## src/iwds_pkg.sv

```systemverilog
`timescale 1ns / 1ps
`default_nettype none

package iwds_pkg;

	// tick counter width default
	localparam int IWDS_TICK_BITS = 17;

	// configuration port
	localparam int IWDS_IDX_W  = 3;
	localparam int IWDS_DATA_W = 16;

	typedef enum logic [IWDS_IDX_W-1:0] {
		REG_SPEED_REF = 3'd0,
		REG_PREFIX    = 3'd1,
		REG_OFFSET    = 3'd2,
		REG_STEP      = 3'd3,
		REG_GAP       = 3'd4
	} iwds_reg_t;

	localparam logic [7:0]  IWDS_RST_SPEED_REF = 8'd70;
	localparam logic [15:0] IWDS_RST_PREFIX    = 16'd500;
	localparam logic [15:0] IWDS_RST_OFFSET    = 16'd1500;
	localparam logic [9:0]  IWDS_RST_STEP      = 10'd200;
	localparam logic [15:0] IWDS_RST_GAP       = 16'd55000;

	// divide by three for values below 256: (x * 171) >> 9
	localparam logic [15:0] IWDS_DIV3_MUL   = 16'd171;
	localparam int          IWDS_DIV3_SHIFT = 9;

	// unsaturated data pulse length: (mag + 1) * step + offset
	localparam int IWDS_RAW_W = 19;

	typedef struct packed {
		logic [7:0]  speed_reference;
		logic [15:0] prefix_ticks;
		logic [15:0] offset_ticks;
		logic [9:0]  step_ticks;
		logic [15:0] gap_ticks;
	} iwds_cfg_t;

	// classified word between front and back
	typedef struct packed {
		logic mode;
		logic neg;
	} iwds_cls_t;

	typedef struct packed {
		logic carrier_on;
		logic busy_res;
		logic dropped;
	} iwds_res_t;

	typedef enum logic [4:0] {
		PH_IDLE       = 5'b00001,
		PH_PREFIX_ON  = 5'b00010,
		PH_PREFIX_OFF = 5'b00100,
		PH_DATA       = 5'b01000,
		PH_GAP        = 5'b10000
	} iwds_phase_t;

endpackage

`default_nettype wire

```

## src/iwds_fifo.sv

```systemverilog
`timescale 1ns / 1ps
`default_nettype none

module iwds_fifo #(
	parameter int WIDTH = 8,
	parameter int DEPTH = 2
) (
	input  wire logic             clk,
	input  wire logic             arst_n,
	input  wire logic             push,
	input  wire logic [WIDTH-1:0] wdata,
	output logic                  full,
	input  wire logic             pop,
	output logic [WIDTH-1:0]      rdata,
	output logic                  empty
);
	localparam int PW = (DEPTH > 1) ? $clog2(DEPTH) : 1;
	localparam int CW = $clog2(DEPTH + 1);

	logic [WIDTH-1:0] mem_q [DEPTH];
	logic [PW-1:0]    wr_ptr_q;
	logic [PW-1:0]    rd_ptr_q;
	logic [CW-1:0]    count_q;
	logic             do_push;
	logic             do_pop;

	assign full    = (count_q == CW'(DEPTH));
	assign empty   = (count_q == '0);
	assign do_push = push && !full;
	assign do_pop  = pop && !empty;
	assign rdata   = mem_q[rd_ptr_q];

	always_ff @(posedge clk or negedge arst_n) begin
		if (!arst_n) begin
			wr_ptr_q <= '0;
			rd_ptr_q <= '0;
			count_q  <= '0;
		end else begin
			if (do_push) begin
				wr_ptr_q <= (wr_ptr_q == PW'(DEPTH - 1)) ? '0 : wr_ptr_q + PW'(1);
			end
			if (do_pop) begin
				rd_ptr_q <= (rd_ptr_q == PW'(DEPTH - 1)) ? '0 : rd_ptr_q + PW'(1);
			end
			if (do_push && !do_pop) begin
				count_q <= count_q + CW'(1);
			end else if (do_pop && !do_push) begin
				count_q <= count_q - CW'(1);
			end
		end
	end

	always_ff @(posedge clk) begin
		if (do_push) begin
			mem_q[wr_ptr_q] <= wdata;
		end
	end

endmodule

`default_nettype wire

```

## src/iwds_front.sv

```systemverilog
`timescale 1ns / 1ps
`default_nettype none

module iwds_front #(
	parameter int TICK_COUNTER_BITS = iwds_pkg::IWDS_TICK_BITS
) (
	input  wire logic                        clk,
	input  wire logic                        arst_n,
	input  wire logic                        push,
	output logic                             full,
	input  wire logic                        mode,
	input  wire logic                        swipe_left,
	input  wire logic [7:0]                  speed,
	input  wire iwds_pkg::iwds_cfg_t         cfg,
	output logic                             item_valid,
	input  wire logic                        item_ready,
	output iwds_pkg::iwds_cls_t              item_cls,
	output logic [TICK_COUNTER_BITS-1:0]     item_pulse
);
	import iwds_pkg::*;

	localparam int N  = TICK_COUNTER_BITS;
	localparam int SW = (N > IWDS_RAW_W) ? N : IWDS_RAW_W;
	localparam logic [SW-1:0] CAP = SW'((64'd1 << N) - 64'd1);

	logic        v_s1, v_s2;
	logic        adv_s1, adv_s2;
	logic        mode_s1, neg_s1;
	logic [6:0]  mag_s1;
	iwds_cls_t   cls_s2;
	logic [N-1:0] pulse_s2;

	logic [8:0]  diff;
	logic        diff_neg;
	logic [7:0]  abs_diff;
	logic [15:0] div_prod;
	logic [6:0]  mag;
	logic [7:0]  mag_p1;
	logic [17:0] scaled;
	logic [IWDS_RAW_W-1:0] raw;
	logic [SW-1:0] raw_w;

	// stage 1: |reference - speed| / 3 and sign of the delta
	always_comb begin
		diff     = {1'b0, cfg.speed_reference} - {1'b0, speed};
		diff_neg = diff[8];
		abs_diff = diff_neg ? 8'(-diff) : diff[7:0];
		div_prod = 16'(abs_diff) * IWDS_DIV3_MUL;
		mag      = 7'(div_prod >> IWDS_DIV3_SHIFT);
	end

	// stage 2: data pulse length, saturated to the counter
	always_comb begin
		mag_p1 = 8'({1'b0, mag_s1}) + 8'd1;
		scaled = 18'(mag_p1) * 18'(cfg.step_ticks);
		raw    = IWDS_RAW_W'(scaled) + IWDS_RAW_W'(cfg.offset_ticks);
		raw_w  = SW'(raw);
	end

	assign adv_s2     = !v_s2 || item_ready;
	assign adv_s1     = !v_s1 || adv_s2;
	assign full       = !adv_s1;
	assign item_valid = v_s2;
	assign item_cls   = cls_s2;
	assign item_pulse = pulse_s2;

	always_ff @(posedge clk or negedge arst_n) begin
		if (!arst_n) begin
			v_s1 <= 1'b0;
			v_s2 <= 1'b0;
		end else begin
			if (adv_s1) begin
				v_s1 <= push;
			end
			if (adv_s2) begin
				v_s2 <= v_s1;
			end
		end
	end

	always_ff @(posedge clk) begin
		if (adv_s1 && push) begin
			mode_s1 <= mode;
			mag_s1  <= mag;
			neg_s1  <= (mag != '0) && (diff_neg ^ swipe_left);
		end
		if (adv_s2 && v_s1) begin
			cls_s2.mode <= mode_s1;
			cls_s2.neg  <= neg_s1;
			pulse_s2    <= N'((raw_w > CAP) ? CAP : raw_w);
		end
	end

endmodule

`default_nettype wire

```

## src/iwds_back.sv

```systemverilog
`timescale 1ns / 1ps
`default_nettype none

module iwds_back #(
	parameter int TICK_COUNTER_BITS = iwds_pkg::IWDS_TICK_BITS
) (
	input  wire logic                        clk,
	input  wire logic                        arst_n,
	input  wire iwds_pkg::iwds_cfg_t         cfg,
	input  wire logic                        item_valid,
	output logic                             item_pop,
	input  wire iwds_pkg::iwds_cls_t         item_cls,
	input  wire logic [TICK_COUNTER_BITS-1:0] item_pulse,
	input  wire logic                        res_full,
	output logic                             res_push,
	output iwds_pkg::iwds_res_t              res
);
	import iwds_pkg::*;

	localparam int N = TICK_COUNTER_BITS;

	iwds_phase_t  phase_q, phase_d;
	logic [N-1:0] cnt_q, cnt_d;
	logic [N-1:0] plen_q, plen_d;

	logic         take;
	logic         carrier_cur;
	logic         busy_cur;
	iwds_phase_t  succ;
	iwds_phase_t  start;
	iwds_phase_t  ent_ph;
	logic [N-1:0] pre_len, gap_len, dlen, ent_cnt;

	function automatic iwds_phase_t next_of(input iwds_phase_t p);
		iwds_phase_t r;
		unique case (p)
			PH_PREFIX_ON:  r = PH_PREFIX_OFF;
			PH_PREFIX_OFF: r = PH_DATA;
			PH_DATA:       r = PH_GAP;
			default:       r = PH_IDLE;
		endcase
		return r;
	endfunction

	// first phase from st on whose length is not zero
	function automatic iwds_phase_t enter_ph(input iwds_phase_t st, input logic pre_nz,
			input logic dat_nz, input logic gap_nz);
		iwds_phase_t r;
		r = PH_IDLE;
		priority if ((st == PH_PREFIX_ON || st == PH_PREFIX_OFF) && pre_nz) begin
			r = st;
		end else if ((st == PH_PREFIX_ON || st == PH_PREFIX_OFF || st == PH_DATA) && dat_nz) begin
			r = PH_DATA;
		end else if (st != PH_IDLE && gap_nz) begin
			r = PH_GAP;
		end else begin
			r = PH_IDLE;
		end
		return r;
	endfunction

	assign take     = item_valid && !res_full;
	assign item_pop = take;
	assign res_push = take;

	always_comb begin
		carrier_cur = (phase_q == PH_PREFIX_ON) || (phase_q == PH_DATA);
		busy_cur    = (phase_q != PH_IDLE);
		succ        = next_of(phase_q);
		pre_len     = N'(cfg.prefix_ticks);
		gap_len     = N'(cfg.gap_ticks);
		start       = item_cls.mode ? (item_cls.neg ? PH_PREFIX_ON : PH_DATA) : succ;
		dlen        = item_cls.mode ? item_pulse : plen_q;
		ent_ph      = enter_ph(start, pre_len != '0, dlen != '0, gap_len != '0);
		unique case (ent_ph)
			PH_PREFIX_ON, PH_PREFIX_OFF: ent_cnt = pre_len;
			PH_DATA:                     ent_cnt = dlen;
			PH_GAP:                      ent_cnt = gap_len;
			default:                     ent_cnt = '0;
		endcase

		phase_d = phase_q;
		cnt_d   = cnt_q;
		plen_d  = plen_q;
		res     = '{carrier_on: carrier_cur, busy_res: busy_cur, dropped: 1'b0};
		if (!item_cls.mode) begin
			if (busy_cur) begin
				if (cnt_q > N'(1)) begin
					cnt_d = cnt_q - N'(1);
				end else begin
					phase_d = ent_ph;
					cnt_d   = ent_cnt;
				end
			end
		end else if (busy_cur) begin
			res.dropped = 1'b1;
		end else begin
			plen_d  = item_pulse;
			phase_d = ent_ph;
			cnt_d   = ent_cnt;
			res.carrier_on = (ent_ph == PH_PREFIX_ON) || (ent_ph == PH_DATA);
			res.busy_res   = (ent_ph != PH_IDLE);
		end
	end

	always_ff @(posedge clk or negedge arst_n) begin
		if (!arst_n) begin
			phase_q <= PH_IDLE;
			cnt_q   <= '0;
			plen_q  <= '0;
		end else if (take) begin
			phase_q <= phase_d;
			cnt_q   <= cnt_d;
			plen_q  <= plen_d;
		end
	end

`ifndef SYNTHESIS
	a_busy_cnt: assert property (@(posedge clk) disable iff (!arst_n)
		(phase_q != PH_IDLE) |-> (cnt_q != '0))
		else $error("running phase with empty tick count");

	a_drop_busy: assert property (@(posedge clk) disable iff (!arst_n)
		(take && res.dropped) |-> (res.busy_res && phase_q != PH_IDLE))
		else $error("word dropped while idle");

	a_load_len: assert property (@(posedge clk) disable iff (!arst_n)
		(take && item_cls.mode && phase_q == PH_IDLE) |=> (plen_q == $past(item_pulse)))
		else $error("pulse length not loaded on frame start");

	a_count_down: assert property (@(posedge clk) disable iff (!arst_n)
		(take && !item_cls.mode && phase_q != PH_IDLE && cnt_q > N'(1))
		|=> (cnt_q == $past(cnt_q) - N'(1) && phase_q == $past(phase_q)))
		else $error("tick did not count down");
`endif

endmodule

`default_nettype wire

```

## src/ir_pulse_width_delta_sender.sv

```systemverilog
`timescale 1ns / 1ps
`default_nettype none

// Infrared pulse-width delta sender.
// Input channel (push/full): one word per cycle while full is low, each either a microsecond tick
// (mode 0) or a slider event (mode 1, with swipe_left and speed). A word is taken
// at a clock edge with push high and full low.
// Result channel (empty/pop): exactly one word per input word, in order. While
// empty is low the oldest result sits on carrier_on, busy_res and dropped; it
// leaves at an edge with pop high.
// Throughput: one word per cycle while the result queue has room, set by the phase
// and tick-count update in the back end. On its way a word passes the two front
// stages and the classified-word queue; the back end writes the result queue in
// the same cycle that it takes the word.
// Configuration: cfg_we writes cfg_data into register cfg_index at the edge;
// indexes beyond the list are ignored. Write only while no word is in flight.
// Reset: registers return to their defaults, the sender goes idle, queues empty.
// Stall: with pop low the result queue fills, the back end holds, the middle
// queue and front stages fill and full rises; no word is lost or repeated.
module ir_pulse_width_delta_sender #(
	parameter int TICK_COUNTER_BITS = iwds_pkg::IWDS_TICK_BITS
) (
	input  wire logic                             clk,
	input  wire logic                             arst_n,
	input  wire logic                             cfg_we,
	input  wire logic [iwds_pkg::IWDS_IDX_W-1:0]  cfg_index,
	input  wire logic [iwds_pkg::IWDS_DATA_W-1:0] cfg_data,
	input  wire logic                             push,
	output logic                                  full,
	input  wire logic                             mode,
	input  wire logic                             swipe_left,
	input  wire logic [7:0]                       speed,
	output logic                                  empty,
	input  wire logic                             pop,
	output logic                                  carrier_on,
	output logic                                  busy_res,
	output logic                                  dropped
);
	import iwds_pkg::*;

	localparam int N  = TICK_COUNTER_BITS;
	localparam int MW = N + $bits(iwds_cls_t);
	localparam int RW = $bits(iwds_res_t);

	iwds_cfg_t    cfg_q;

	logic         fr_valid;
	logic         mid_full;
	iwds_cls_t    fr_cls;
	logic [N-1:0] fr_pulse;

	logic [MW-1:0] mid_rdata;
	logic          mid_empty;
	logic          mid_pop;
	iwds_cls_t     bk_cls;
	logic [N-1:0]  bk_pulse;

	logic          res_full;
	logic          res_push;
	iwds_res_t     bk_res;
	logic [RW-1:0] res_rdata;
	iwds_res_t     out_res;

	// configuration registers; write takes effect at once
	always_ff @(posedge clk or negedge arst_n) begin
		if (!arst_n) begin
			cfg_q.speed_reference <= IWDS_RST_SPEED_REF;
			cfg_q.prefix_ticks    <= IWDS_RST_PREFIX;
			cfg_q.offset_ticks    <= IWDS_RST_OFFSET;
			cfg_q.step_ticks      <= IWDS_RST_STEP;
			cfg_q.gap_ticks       <= IWDS_RST_GAP;
		end else if (cfg_we) begin
			unique case (cfg_index)
				REG_SPEED_REF: cfg_q.speed_reference <= cfg_data[7:0];
				REG_PREFIX:    cfg_q.prefix_ticks    <= cfg_data;
				REG_OFFSET:    cfg_q.offset_ticks    <= cfg_data;
				REG_STEP:      cfg_q.step_ticks      <= cfg_data[9:0];
				REG_GAP:       cfg_q.gap_ticks       <= cfg_data;
				default:       ; // unknown index: drop the write
			endcase
		end
	end

	// front: classify the word and work out the data pulse length
	iwds_front #(.TICK_COUNTER_BITS(N)) u_front (
		.clk        (clk),
		.arst_n     (arst_n),
		.push       (push),
		.full       (full),
		.mode       (mode),
		.swipe_left (swipe_left),
		.speed      (speed),
		.cfg        (cfg_q),
		.item_valid (fr_valid),
		.item_ready (!mid_full),
		.item_cls   (fr_cls),
		.item_pulse (fr_pulse)
	);

	// short queue between front and back
	iwds_fifo #(.WIDTH(MW), .DEPTH(2)) u_mid_q (
		.clk    (clk),
		.arst_n (arst_n),
		.push   (fr_valid),
		.wdata  ({fr_cls, fr_pulse}),
		.full   (mid_full),
		.pop    (mid_pop),
		.rdata  (mid_rdata),
		.empty  (mid_empty)
	);

	assign bk_cls   = mid_rdata[MW-1 -: $bits(iwds_cls_t)];
	assign bk_pulse = mid_rdata[N-1:0];

	// back: phase sequencer and tick counter
	iwds_back #(.TICK_COUNTER_BITS(N)) u_back (
		.clk        (clk),
		.arst_n     (arst_n),
		.cfg        (cfg_q),
		.item_valid (!mid_empty),
		.item_pop   (mid_pop),
		.item_cls   (bk_cls),
		.item_pulse (bk_pulse),
		.res_full   (res_full),
		.res_push   (res_push),
		.res        (bk_res)
	);

	// result queue; hold results while the receiver stalls
	iwds_fifo #(.WIDTH(RW), .DEPTH(2)) u_res_q (
		.clk    (clk),
		.arst_n (arst_n),
		.push   (res_push),
		.wdata  (bk_res),
		.full   (res_full),
		.pop    (pop),
		.rdata  (res_rdata),
		.empty  (empty)
	);

	assign out_res    = res_rdata;
	assign carrier_on = out_res.carrier_on;
	assign busy_res   = out_res.busy_res;
	assign dropped    = out_res.dropped;

endmodule

`default_nettype wire

```

## config.mk

```make
export PLATFORM = sky130hd
export DESIGN_NAME = ir_pulse_width_delta_sender
export DESIGN_NICKNAME = d
export VERILOG_FILES = /design/src/iwds_pkg.sv /design/src/iwds_fifo.sv /design/src/iwds_front.sv /design/src/iwds_back.sv /design/src/ir_pulse_width_delta_sender.sv
export SDC_FILE = /design/constraint.sdc
export NUM_CORES = 1
export LEC_CHECK = 0
export BUFFER_PORTS_ARGS = -buffer_cell sky130_fd_sc_hd__buf_2
export CAP_MARGIN = 5
export CORE_AREA = 3 3 184 141
export DETAILED_ROUTE_END_ITERATION = 16
export DIE_AREA = 0 0 187 144
export HOLD_SLACK_MARGIN = 0.08
export PLACE_DENSITY = 0.78
export RECOVER_POWER = 50
export SLEW_MARGIN = 25
export SYNTH_ARGS = -nofsm -noshare
export SYNTH_HDL_FRONTEND = slang
export SYNTH_SLANG_ARGS = --single-unit
```

## constraint.sdc

```tcl
create_clock -name clk -period 10.1 [get_ports clk]
set_input_delay 1.01 -clock clk [delete_from_list [all_inputs] [get_ports clk]]
set_output_delay 1.01 -clock clk [all_outputs]
set_load 0.01 [all_outputs]
```

# Word-level counts from Yosys, hierarchy flattened

Memory sizes are Yosys's and may differ from the RTL's.
Index checks and enable logic that the tools add are counted.

Reductions and logical operators: 51
$mul: 2
Bitwise logic cells: 2
Add/subtract/negate cells: 13
Mux-type cells: 32
Magnitude comparators: 2
Equal/unequal tests: 21

Operators by type and width:

| operator                                                        | number |
|---|---|
| two-way mux 17 bit                                              | 5 |
| case mux 17 bit (3 select lines)                                | 1 |
| two-way mux 5 bit                                               | 8 |
| nonzero test 16 bit                                             | 2 |
| adder 18 x 16 -> 19 bit                                         | 1 |
| greater-than comparator 19 x 17 -> 1 bit, second input constant | 1 |
| multiplier 8 x 10 -> 18 bit                                     | 1 |
| greater-than comparator 17 x 1 -> 1 bit, second input constant  | 1 |
| nonzero test 17 bit                                             | 1 |
| subtractor 17 x 1 -> 17 bit, second input constant              | 1 |
| multiplier 8 x 8 -> 16 bit, second input constant               | 1 |
| == test 5 x 2 -> 1 bit, second input constant                   | 3 |
| == test 5 x 3 -> 1 bit, second input constant                   | 3 |
| == test 5 x 4 -> 1 bit, second input constant                   | 3 |
| logical AND 1 bit                                               | 15 |
| inequality test 5 x 1 -> 1 bit, second input constant           | 3 |
| case mux 5 bit (3 select lines)                                 | 1 |
| logical NOT 1 bit                                               | 11 |
| two-way mux 2 bit                                               | 5 |
| AND reduction 2 bit                                             | 5 |
| two-way mux 1 bit                                               | 9 |
| subtractor 8 x 8 -> 9 bit                                       | 1 |
| adder 7 x 1 -> 8 bit, second input constant                     | 1 |
| two-way mux 8 bit                                               | 1 |
| 22 further kinds                                                | 39 |

Output and inout bits: 5
Register bits after elaboration: 143
Memories: 2
Logic and storage cells: 147
RAM bits: 44

Memories:

| memory        | words | width | rd ports | clocked after Yosys merged registers in | write ports | RTL line        | text |
|---|---|---|---|---|---|---|---|
| u_mid_q.mem_q | 2     | 19    | 1        | 0                                       | 1           | iwds_fifo.sv:20 | `logic [WIDTH-1:0] mem_q [DEPTH];` |
| u_res_q.mem_q | 2     | 3     | 1        | 0                                       | 1           | iwds_fifo.sv:20 |  |

# Longest topological paths before layout

Gate-level depths: netlist (run 1).

Word-level depth: 15
Gate-level depth with buffers: 26
Gate-level depth less buffers: 26

# Cells and area by module

Synthesis (run 1) repeated with hierarchy kept, for this count alone.

Cell total of the unflattened synthesis: 1188
Area, all modules: 13264.0 um2

Modules (own cells, without submodules):

| module                      | cells each | area each (um2) | times used |
|---|---|---|---|
| iwds_front                  | 654        | 5984.5          | 1 |
| iwds_back                   | 282        | 2715.1          | 1 |
| ir_pulse_width_delta_sender | 146        | 2587.5          | 1 |
| iwds_fifo (u_mid_q)         | 78         | 1566.5          | 1 |
| iwds_fifo (u_res_q)         | 28         | 410.4           | 1 |

# Worst setup path before layout (run 1)

No wires, ideal clock.

Kind: input -> register
From: input speed[0]
To: register u_front.neg_s1 (data pin)
Cell stages on the path: 25
Data required time: 9.836 ns
Arrival: 6.977 ns
Library setup time: 0.264 ns
Buffers on the path: 0
Path slack: 2.859 ns
Cells stage by stage: ha_1 > inv_1 > fa_1 > a211oi_1 > o21ai_0 > a21oi_1 > o21bai_1 > a21oi_1 > nand2_1 > xnor2_1 > ha_1 > fa_1 > inv_1 > fa_1 > inv_1 > fa_1 > ha_1 > and3_1 > a221oi_1 > nand2_1 > o31a_1 > a21oi_1 > o21bai_1 > xnor2_1 > o41a_1

Cells in the longest elaborated chain, start to end: 6
Elaborated cells between the ends (all ways): 7
Classes of those cells: add/sub: 2; mul: 1; mux: 1; bitwise: 1; reduce/logical: 2

RTL lines:

| what                           | RTL line                          | text |
|---|---|---|
| from (decl)                    | ir_pulse_width_delta_sender.sv:32 | `input wire logic [7:0] speed,` |
| subtractor 8 x 8 -> 9 bit (*)  | iwds_front.sv:45                  | `diff = {1'b0, cfg.speed_reference} - {1'b0, speed};` |
| negation 8 bit                 | iwds_front.sv:47                  | `abs_diff = diff_neg ? 8'(-diff) : diff[7:0];` |
| two-way mux 8 bit (*)          | iwds_front.sv:47                  |  |
| multiplier 8 x 8 -> 16 bit (*) | iwds_front.sv:48                  | `div_prod = 16'(abs_diff) * IWDS_DIV3_MUL;` |
| via u_front.div_prod[12]       | iwds_front.sv:36                  | `logic [15:0] div_prod;` |
| nonzero test 7 bit (*)         | iwds_front.sv:85                  | `neg_s1 <= (mag != '0) && (diff_neg ^ swipe_left);` |
| logical AND 1 bit (*)          | iwds_front.sv:85                  |  |
| to (signal assigned)           | iwds_front.sv:85                  |  |
| to (decl)                      | iwds_front.sv:28                  | `logic mode_s1, neg_s1;` |

Mark *: on every way through the listed nets, which the timed path passes. The rest lies on a longest branch.
A chain may end at the register's enable or synchronous reset.

# Worst setup path in the final report (run 1)

Ends and elaborated chain as after synthesis.

==> impl_metrics.ini, run 1 <==
[run_status]
run_status = finished with violations
failed_checks = capacitance limit, slew limit

[detailed_routing]
vias = 9350
routed_via_density = 5.69
post-route-drc-count = 0
drt_pass1_iterations = 5
first_iter_violations = 811
ant_nets = 0
wl_mm = 28.9
wl_per_cell_um = 17.6

[critical_path]
r2r_slack_ns = 2.66
crit_required_ns = 10.29
ff2ff_path_depth = 26
crit_path_end_kind = flop
critPathMaxFanout = 7
crit_arrival_ns = 7.86
rr_startpoint = cfg_q[58]
crit_path_start_kind = input port
crit_type = input port to flop
r2r-end = u_front.neg_s1

[clock_tree]
postCtsHoldBufs = 0
cts_setup_buffers = 0
clk_latency_ns = 0.44
cts_tree = done
cts_made_buffers = 17
clkTransAtPathRegs_ns = 0.07
htree_levels = 4
clockRootBuffer = clkbuf_16
post_cts_resized = 0
clock_path_buffers = 2
numClockSinks = 187

[sta]
fin_crit_ns = 7.67
rsz0062_at_grt = false
worstMarginPinSlew_ns = 2.51
setup_violations = 0
fin_tns_setup_ns = 0
hold_violations = 0
max_freq_ghz = 0.130
slew-limit-headroom = -0.673
drv_slew = 55
finalClockSkew_ns = 0.0154
fin_crit_sh = 0.759
holdWs_ns = 0.426

[floorplan]
die_y_um = 144
rows = 49
die_area_sq_mm = 0.0269
pin_count = 39
core-area_sq_mm = 0.0241
start_util = 0.554
die_w_um = 187

[place]
place_congestion = 0.900
portBuffers = 38
dp_hpwl_mm = 22.1
dp_cells = 1611

[final_layout]
final_common_cell = inv_1
antenna_cells = 0
syn_to_final_growth_pct = 7.96
final_cell_mix = inv_1 (174), nand2_1 (111), ha_1 (98)
final_cell_count_no_fill = 1644
num-nets-final = 1509
drive_gt1_frac = 0.128
final_util = 0.598

[synthesis]
syn_inst = 1275
syn_area_sq_mm = 0.0133
postSynthAreaPerCell_sq_um = 10.5
synth_ff_type = dfrtp_1
synth-seq-cells = 187
yosysWarnings = 0
synth_edf_count = 72
synth_fp_nets = 1484
synth_cell_type_count = 64
async_flop_share = 0.615
ys_seq_area_frac = 0.380

[flow_run]
cap_violations = 2

[grt]
antenna_found_initial = 0
grt.total_usage = 0.219
grt_pass1_vias = 9287
grt_overflow_total = 0
grt_pass1_wl_mm = 47.4
grt_max_degree = 72

[min_path]
hold_path_depth = 0
hp-start = u_front.mode_s1
hold_end = u_front.item_cls[1]
min_path_type = flop to flop
## critical path, stage by stage
cell	delay, ns
buf_2	0.08
ha_1	0.13
inv_1	0.05
fa_1	0.42
a211oi_1	0.41
o21ai_0	0.17
a21oi_1	0.24
o21bai_1	0.09
a21oi_1	0.44
nand2_1	0.15
xnor2_1	0.40
ha_1	0.36
fa_1	0.52
inv_1	0.06
fa_1	0.50
inv_1	0.07
fa_1	0.51
ha_1	0.33
and3_1	0.16
a221oi_1	0.36
nand2_1	0.12
o31a_1	0.30
a21oi_1	0.30
o21ai_1	0.14
xnor2_1	0.18
o41a_1	0.37
## how the worst max path moves through the flow
stage | to | startpoint | cells after the start
floorplan | u_front.neg_s1 | speed[0] | 25
global placement | u_front.neg_s1 | speed[0] | 26
detailed placement | u_front.neg_s1 | speed[0] | 26
CTS | u_front.neg_s1 | speed[0] | 26
global route | u_front.neg_s1 | speed[0] | 26
finish | u_front.neg_s1 | speed[0] | 26
## stage by stage
stage                     setup WS, ns  area, sq um
after floorplan                   2.86        13300
after global placement            2.36        13800
after detailed placement          2.03        13900
after CTS                         2.49        14500
after global routing              1.90        14400
final                             2.43        14400
## registers in the layout, indices dropped and copies added (netlist names), 2 cells and up
signal / count
cfg_q: 66
u_front.item_cls: 2
u_res_q.mem_q: 6
u_back.phase_q: 5
u_back.cnt_q: 17
u_mid_q.count_q: 2
u_res_q.count_q: 2
u_front.item_pulse: 17
u_front.mag_s1: 7
u_back.plen_q: 17
u_mid_q.mem_q: 38
## Yosys cell counts (12+ instances only)
cell type / number / area share
inv_1: 174 / 0.049
nand2_1: 112 / 0.031
ha_1: 98 / 0.092
dfrtp_1: 86 / 0.16
fa_1: 77 / 0.12
edfxtp_1: 72 / 0.16
o21ai_0: 70 / 0.026
mux2i_1: 62 / 0.046
mux2_2: 61 / 0.051
and2_1: 49 / 0.023
nor2_1: 43 / 0.012
a21oi_1: 40 / 0.015
xnor2_1: 32 / 0.021
nand3_1: 30 / 0.011
dfstp_2: 29 / 0.057
clkbuf_1: 20 / 0.0056
xor2_1: 18 / 0.012
nor4_1: 16 / 0.0075
nor3_1: 14 / 0.0052
nand2b_1: 13 / 0.0061
a21o_1: 12 / 0.0067
nor2b_1: 12 / 0.0056
## final cells by class
type	count	area, sq um
well taps	331	414
multi-input cells	874	7420
flip-flops and latches	187	5080
inverters	174	653
repair buffers	46	253
clock buffers	19	443
fillers	1964	9680
clock inverters	13	145
## metal layers
metal  up-vias  part of all wire  track usage  wire length, um
met5         -                 0            0                0
met4         0             0.020       0.0624              588
met3        44             0.056       0.0489             1630
met2       274              0.47        0.350            13500
met1      4621              0.46        0.306            13200
li1       4411                 -            -                -
## kinds of logic after synthesis
group                    Yosys count  share of synthesized area
AO/OA/AOI/OAI                    199                     0.0921
buffers and inverters            214                     0.0645
AND/OR/NAND/NOR                  326                      0.123
XOR/XNOR                          50                     0.0328
adder cells (fa/ha/maj)          175                      0.207
multiplexers                     124                     0.0996
flip-flops                       187                      0.380
Power of run 1 is not shown: default switching activity piles up to over one toggle a cycle in this logic, so the estimate is an artifact.
==> run 2, diff against run 1 <==
- ABC_AREA: default -> 1
- clock period: 10.1 -> 7.4 ns (I/O delays scaled with it)
==> run 2 against run 1 <==
Against the previous run: the flow still finishes with violations (capacitance limit, slew limit); design area decreased by 0.67%; critical path type is now flop to flop; via count increased by 9.5%; synthesized cell count increased by 22%; sequential share of layout area increased by 0.23 points; count of clock-buffer cells in the layout increased by 4; first-iteration DRC count increased by 7.8%; clock skew decreased by 0.0026 ns; core utilization decreased by 0.40 points; register-to-register slack got worse by 1.5 ns; critical endpoint is now u_front.item_pulse[15].
==> impl_metrics.ini, run 2 <==
[synthesis]
synthTopCellsByArea = edfxtp_1 (16%), dfrtp_1 (16%), fa_1 (12%), nand2_1 (9.8%), ha_1 (9.2%)
synth-seq-cells = 187
synth_ff_type = dfrtp_1
yosysWarnings = 0
synth.largest_area_cell = edfxtp_1
postSynthAreaPerCell_sq_um = 8.52
synth_common_cells = nand2_1 (348), inv_1 (287), o21ai_0 (114)
ys_seq_area_frac = 0.382
syn_inst = 1558
synth_edf_count = 72
synth_cell_type_count = 47
syn_area_sq_mm = 0.0133
synth.top_cell.area_share = 0.163
synth_fp_nets = 1767
synth_most_common_cell = nand2_1
async_flop_share = 0.615

[sta]
slew-limit-headroom = -1.21
hold_violations = 0
setup_violations = 0
fin_tns_setup_ns = 0
max_freq_ghz = 0.161
fin_crit_sh = 0.839
fin_crit_ns = 6.21
rsz0062_at_grt = false
worstMarginPinSlew_ns = 3.31
finalClockSkew_ns = 0.0128
drv_slew = 118

[floorplan]
die_area_sq_mm = 0.0269
die_y_um = 144
die_w_um = 187
rows = 49
core-area_sq_mm = 0.0241
pin_count = 39
start_util = 0.551

[final_layout]
drive_gt1_frac = 0.0764
antenna_cells = 0
largest_reg_flops = 66
top_regs = cfg_q (66), u_mid_q.mem_q (38)
syn_to_final_growth_pct = 7.84
final_common_cell = nand2_1
num-nets-final = 1792
final_cell_mix = nand2_1 (348), inv_1 (288), o21ai_0 (114)
regMostFlops = cfg_q

[detailed_routing]
drt_pass1_iterations = 8
wl_per_cell_um = 15.6
vias = 10200
routed_via_density = 5.31
ant_nets = 0
post-route-drc-count = 0
wl_mm = 30.1
first_iter_violations = 874

[critical_path]
crit_path_end_kind = flop
critPathMaxFanout = 17
crit_required_ns = 7.54
crit_arrival_ns = 6.35
crit_path_start_kind = flop
crit_type = flop to flop

[grt]
grt_pass1_wl_mm = 49.7
grt.total_usage = 0.232
grt_overflow_total = 0
grt_max_degree = 67
grt_pass1_vias = 9976
antenna_found_initial = 0

[flow_run]
cap_violations = 2

[clock_tree]
htree_levels = 4
cts_tree = done
numClockSinks = 187
post_cts_resized = 0
cts_made_buffers = 17
postCtsHoldBufs = 0
clk_latency_ns = 0.44
clkTransAtPathRegs_ns = 0.07
clock_path_buffers = 2
cts_setup_buffers = 0
clockRootBuffer = clkbuf_16

[place]
place_congestion = 0.960
portBuffers = 38
dp_hpwl_mm = 23.4

[run_status]
failed_checks = capacitance limit, slew limit
run_status = finished with violations

[min_path]
min_path_type = flop to flop
==> run 2: cell count changes in the layout (fill, tap and decap cells not counted), moves of 12 or more <==
cell / previous run / this run
a21boi_1: 0 / 17
mux2i_1: 62 / 1
nand3_1: 30 / 82
inv_1: 174 / 288
nor2_1: 43 / 111
nand4_1: 10 / 24
nand2_1: 111 / 348
xnor2_1: 32 / 10
nor2b_1: 12 / 0
nand2b_1: 13 / 0
xor2_1: 18 / 38
and2_1: 47 / 2
mux2_2: 59 / 0
o21ai_0: 70 / 114
==> run 2: worst paths after layout <==
kind / start / end / slack [ns] / cells after the start
setup / recovery: u_front.mag_s1[0] / u_front.item_pulse[15] / 1.19 / 22
hold / removal: u_front.item_pulse[9] / u_mid_q.mem_q[0][9] / 0.45 / 0
setup reg to reg: u_front.mag_s1[0] / u_front.item_pulse[15] / 1.19 / 22
hold reg to reg: u_front.item_pulse[9] / u_mid_q.mem_q[0][9] / 0.45 / 0
max in group asynchronous: arst_n / cfg_q[31] / 1.91 / 2
min in group asynchronous: arst_n / u_front.v_s1 / 1.22 / 1
==> run 2: cells by family (layout without fill, tap and decap cells) <==
group,after synthesis,count (layout),synth area share
adder cells (fa/ha/maj),175,175,0.209
flip-flops,187,187,0.382
buffers and inverters,331,369,0.0966
AO/OA/AOI/OAI,208,208,0.0858
AND/OR/NAND/NOR,607,607,0.193
XOR/XNOR,49,49,0.0329
multiplexers,1,1,0.000754
==> run 2: layer usage <==
layer  routed length (um)  share of wire  GRT usage  up-vias
met1                14300           0.48      0.339     4858
met3                 2560          0.085     0.0603       32
li1                     -              -          -     4989
met2                12800           0.43      0.353      361
met4                  344          0.011     0.0509        0
met5                    0              0          0        -
==> run 2: area by class of cell <==
cell class | instances | area (sq um)
inverters | 294 | 1100
fillers | 2051 | 9780
repair buffers | 43 | 209
flip-flops and latches | 187 | 5080
clock buffers | 23 | 522
clock inverters | 9 | 72.6
well taps | 331 | 414
multi-input cells | 1040 | 6920
==> run 2: worst max-delay path: stages (launching register included) <==
cell and delay, ns:
edfxtp_1 0.44, ha_1 0.24, nand4_1 0.15, o21ai_0 0.17, nand2_1 0.21, inv_1 0.17
nand2_1 0.09, fa_1 0.49, fa_1 0.58, inv_1 0.06, fa_1 0.52, inv_1 0.05
fa_1 0.53, inv_1 0.04, ha_1 0.31, a21oi_1 0.13, o21ai_0 0.08, a21oi_1 0.20
o21ai_1 0.15, a21boi_1 0.27, o21ai_1 0.14, xnor2_2 0.69, nand3_1 0.18
==> run 2: per-stage QoR <==
stage | hold slack, ns | instances | utilization | worst slack (ns) | area, sq um
floorplan | 0.400 | 1558 | - | 1.90 | 13300
global placement | 0.425 | 1895 | 0.570 | 1.56 | 13700
detailed placement | 0.423 | 1895 | 0.570 | 1.36 | 13700
CTS | 0.360 | 1927 | 0.595 | 1.33 | 14300
global route | 0.454 | 1927 | 0.594 | 0.748 | 14300
finish | 0.450 | 1927 | 0.594 | 1.19 | 14300
Power of run 2 is left out for the same reason.
==> run 3, diff against run 2 <==
- clock period: 7.4 -> 5.95 ns (I/O delays scaled with it)
==> run 3 against run 2 <==
Against the previous run: the flow still finishes with violations (capacitance limit, slew limit); worst hold slack got worse by 0.11 ns; wire length rose by 2.0%; sequential share of layout area fell by 0.32 points; global-route usage rose by 0.41 points; setup slack got worse by 0.86 ns; largest cell class unchanged; highest routed layer unchanged.
==> impl_metrics.ini, run 3 (same netlist as run 2, synthesis figures left out) <==
[run_status]
run_status = finished with violations
failed_checks = capacitance limit, slew limit

[floorplan]
rows = 49
die_area_sq_mm = 0.0269
pin_count = 39
core-area_sq_mm = 0.0241
die_y_um = 144
start_util = 0.551
die_w_um = 187

[grt]
grt.total_usage = 0.236
grt_overflow_total = 0
antenna_found_initial = 0
grt_max_degree = 72
grt_pass1_wl_mm = 50.5
grt_pass1_vias = 10100

[detailed_routing]
wl_per_cell_um = 15.8
post-route-drc-count = 0
wl_mm = 30.7
vias = 10400
routed_via_density = 5.35
ant_nets = 0
first_iter_violations = 1060
drt_pass1_iterations = 6

[sta]
worstMarginPinSlew_ns = 2.73
fin_crit_sh = 0.944
finalClockSkew_ns = 0.0115
max_freq_ghz = 0.178
drv_slew = 118
slew-limit-headroom = -0.818
timing.final.ws_setup_ns = 0.332
fin_crit_ns = 5.62
fin_tns_setup_ns = 0
hold_violations = 0
setup_violations = 0

[final_layout]
syn_to_final_growth_pct = 8.81
final_cell_mix = nand2_1 (346), inv_1 (288), o21ai_0 (110)
regMostFlops = cfg_q
top_regs = cfg_q (66), u_mid_q.mem_q (38)
multi_input_area_sq_mm = 0.00699
drive_gt1_frac = 0.0920
final_cell_count_no_fill = 1939
final_util = 0.599
fill_cells = 2060
antenna_cells = 0
largest_reg_flops = 66
num-nets-final = 1804
regArea_sq_mm = 0.00508
final_common_cell = nand2_1

[clock_tree]
numClockSinks = 187
htree_levels = 4
clk_latency_ns = 0.44
cts_tree = done
cts_made_buffers = 17
clkTransAtPathRegs_ns = 0.07
clock_path_buffers = 2
clockRootBuffer = clkbuf_16

[place]
dp_hpwl_mm = 23.5
dp_slack_ns = -0.0118
place_congestion = 0.963
dp_cells = 1903
portBuffers = 38

[critical_path]
crit_path_start_kind = flop
crit_required_ns = 6.13
crit_type = flop to flop
critPathMaxFanout = 17
crit_arrival_ns = 5.80
crit_path_end_kind = flop

[min_path]
min_path_type = input port to flop

[flow_run]
cap_violations = 2
-- run 3: timing repair --
| item | 4_1_cts | 5_1_grt |
|---|---|---|
| resized for setup | 0 | 24 |
| hold buffers | 0 | 0 |
| endpoints found under the hold margin | 0 | 0 |
| setup buffers | 0 | 3 |
| endpoints found under the setup margin | 0 | 18 |
-- run 3: routing by layer --
layer / vias to the layer above / wire [um] / global-route usage
li1: 5010 / - / -
met1: 4952 / 14900 / 0.352
met2: 355 / 13100 / 0.355
met3: 48 / 2260 / 0.0506
met4: 0 / 472 / 0.0596
met5: - / 0 / 0
-- run 3: final timing paths --
check / start / to / slack (ns) / depth (start not counted)
max reg2reg: u_front.mag_s1[0] / u_front.item_pulse[11] / 0.33 / 22
min in group asynchronous: arst_n / u_front.v_s1 / 1.02 / 1
min reg2reg: u_front.mode_s1 / u_front.item_cls[1] / 0.43 / 0
max: u_front.mag_s1[0] / u_front.item_pulse[11] / 0.33 / 22
max in group asynchronous: arst_n / cfg_q[56] / 2.13 / 2
min: mode / u_front.mode_s1 / 0.34 / 1
-- run 3: final cells by class --
cell class                      count  area share
Inverter                          294      0.0764
Timing Repair Buffer               54      0.0203
Tap cell                          331      0.0287
Clock inverter                      6     0.00450
Clock buffer                       26      0.0340
Timing Repair inverter              1    0.000520
Multi-Input combinational cell   1040       0.484
Sequential cell                   187       0.351
-- run 3: stage by stage --
step	cell area, sq um	hold slack, ns
final	14400	0.336
after global routing	14400	0.321
after CTS	14400	0.188
after detailed placement	13800	0.418
after global placement	13800	0.423
after floorplan	13300	0.299
-- run 3: critical path: stages (launching register included) --
cell	delay, ns
edfxtp_1	0.40
ha_2	0.24
nand4_1	0.16
o21ai_1	0.17
nand2_1	0.09
buf_4	0.17
nor2_1	0.14
fa_1	0.46
fa_1	0.51
fa_1	0.54
inv_1	0.06
fa_1	0.52
inv_1	0.04
ha_1	0.34
a21oi_1	0.19
o21ai_1	0.11
a21oi_2	0.22
o21ai_2	0.11
a21boi_1	0.27
o21ai_2	0.11
xnor2_2	0.13
buf_4	0.24
nand3_1	0.12
Power of run 3 is left out for the same reason.
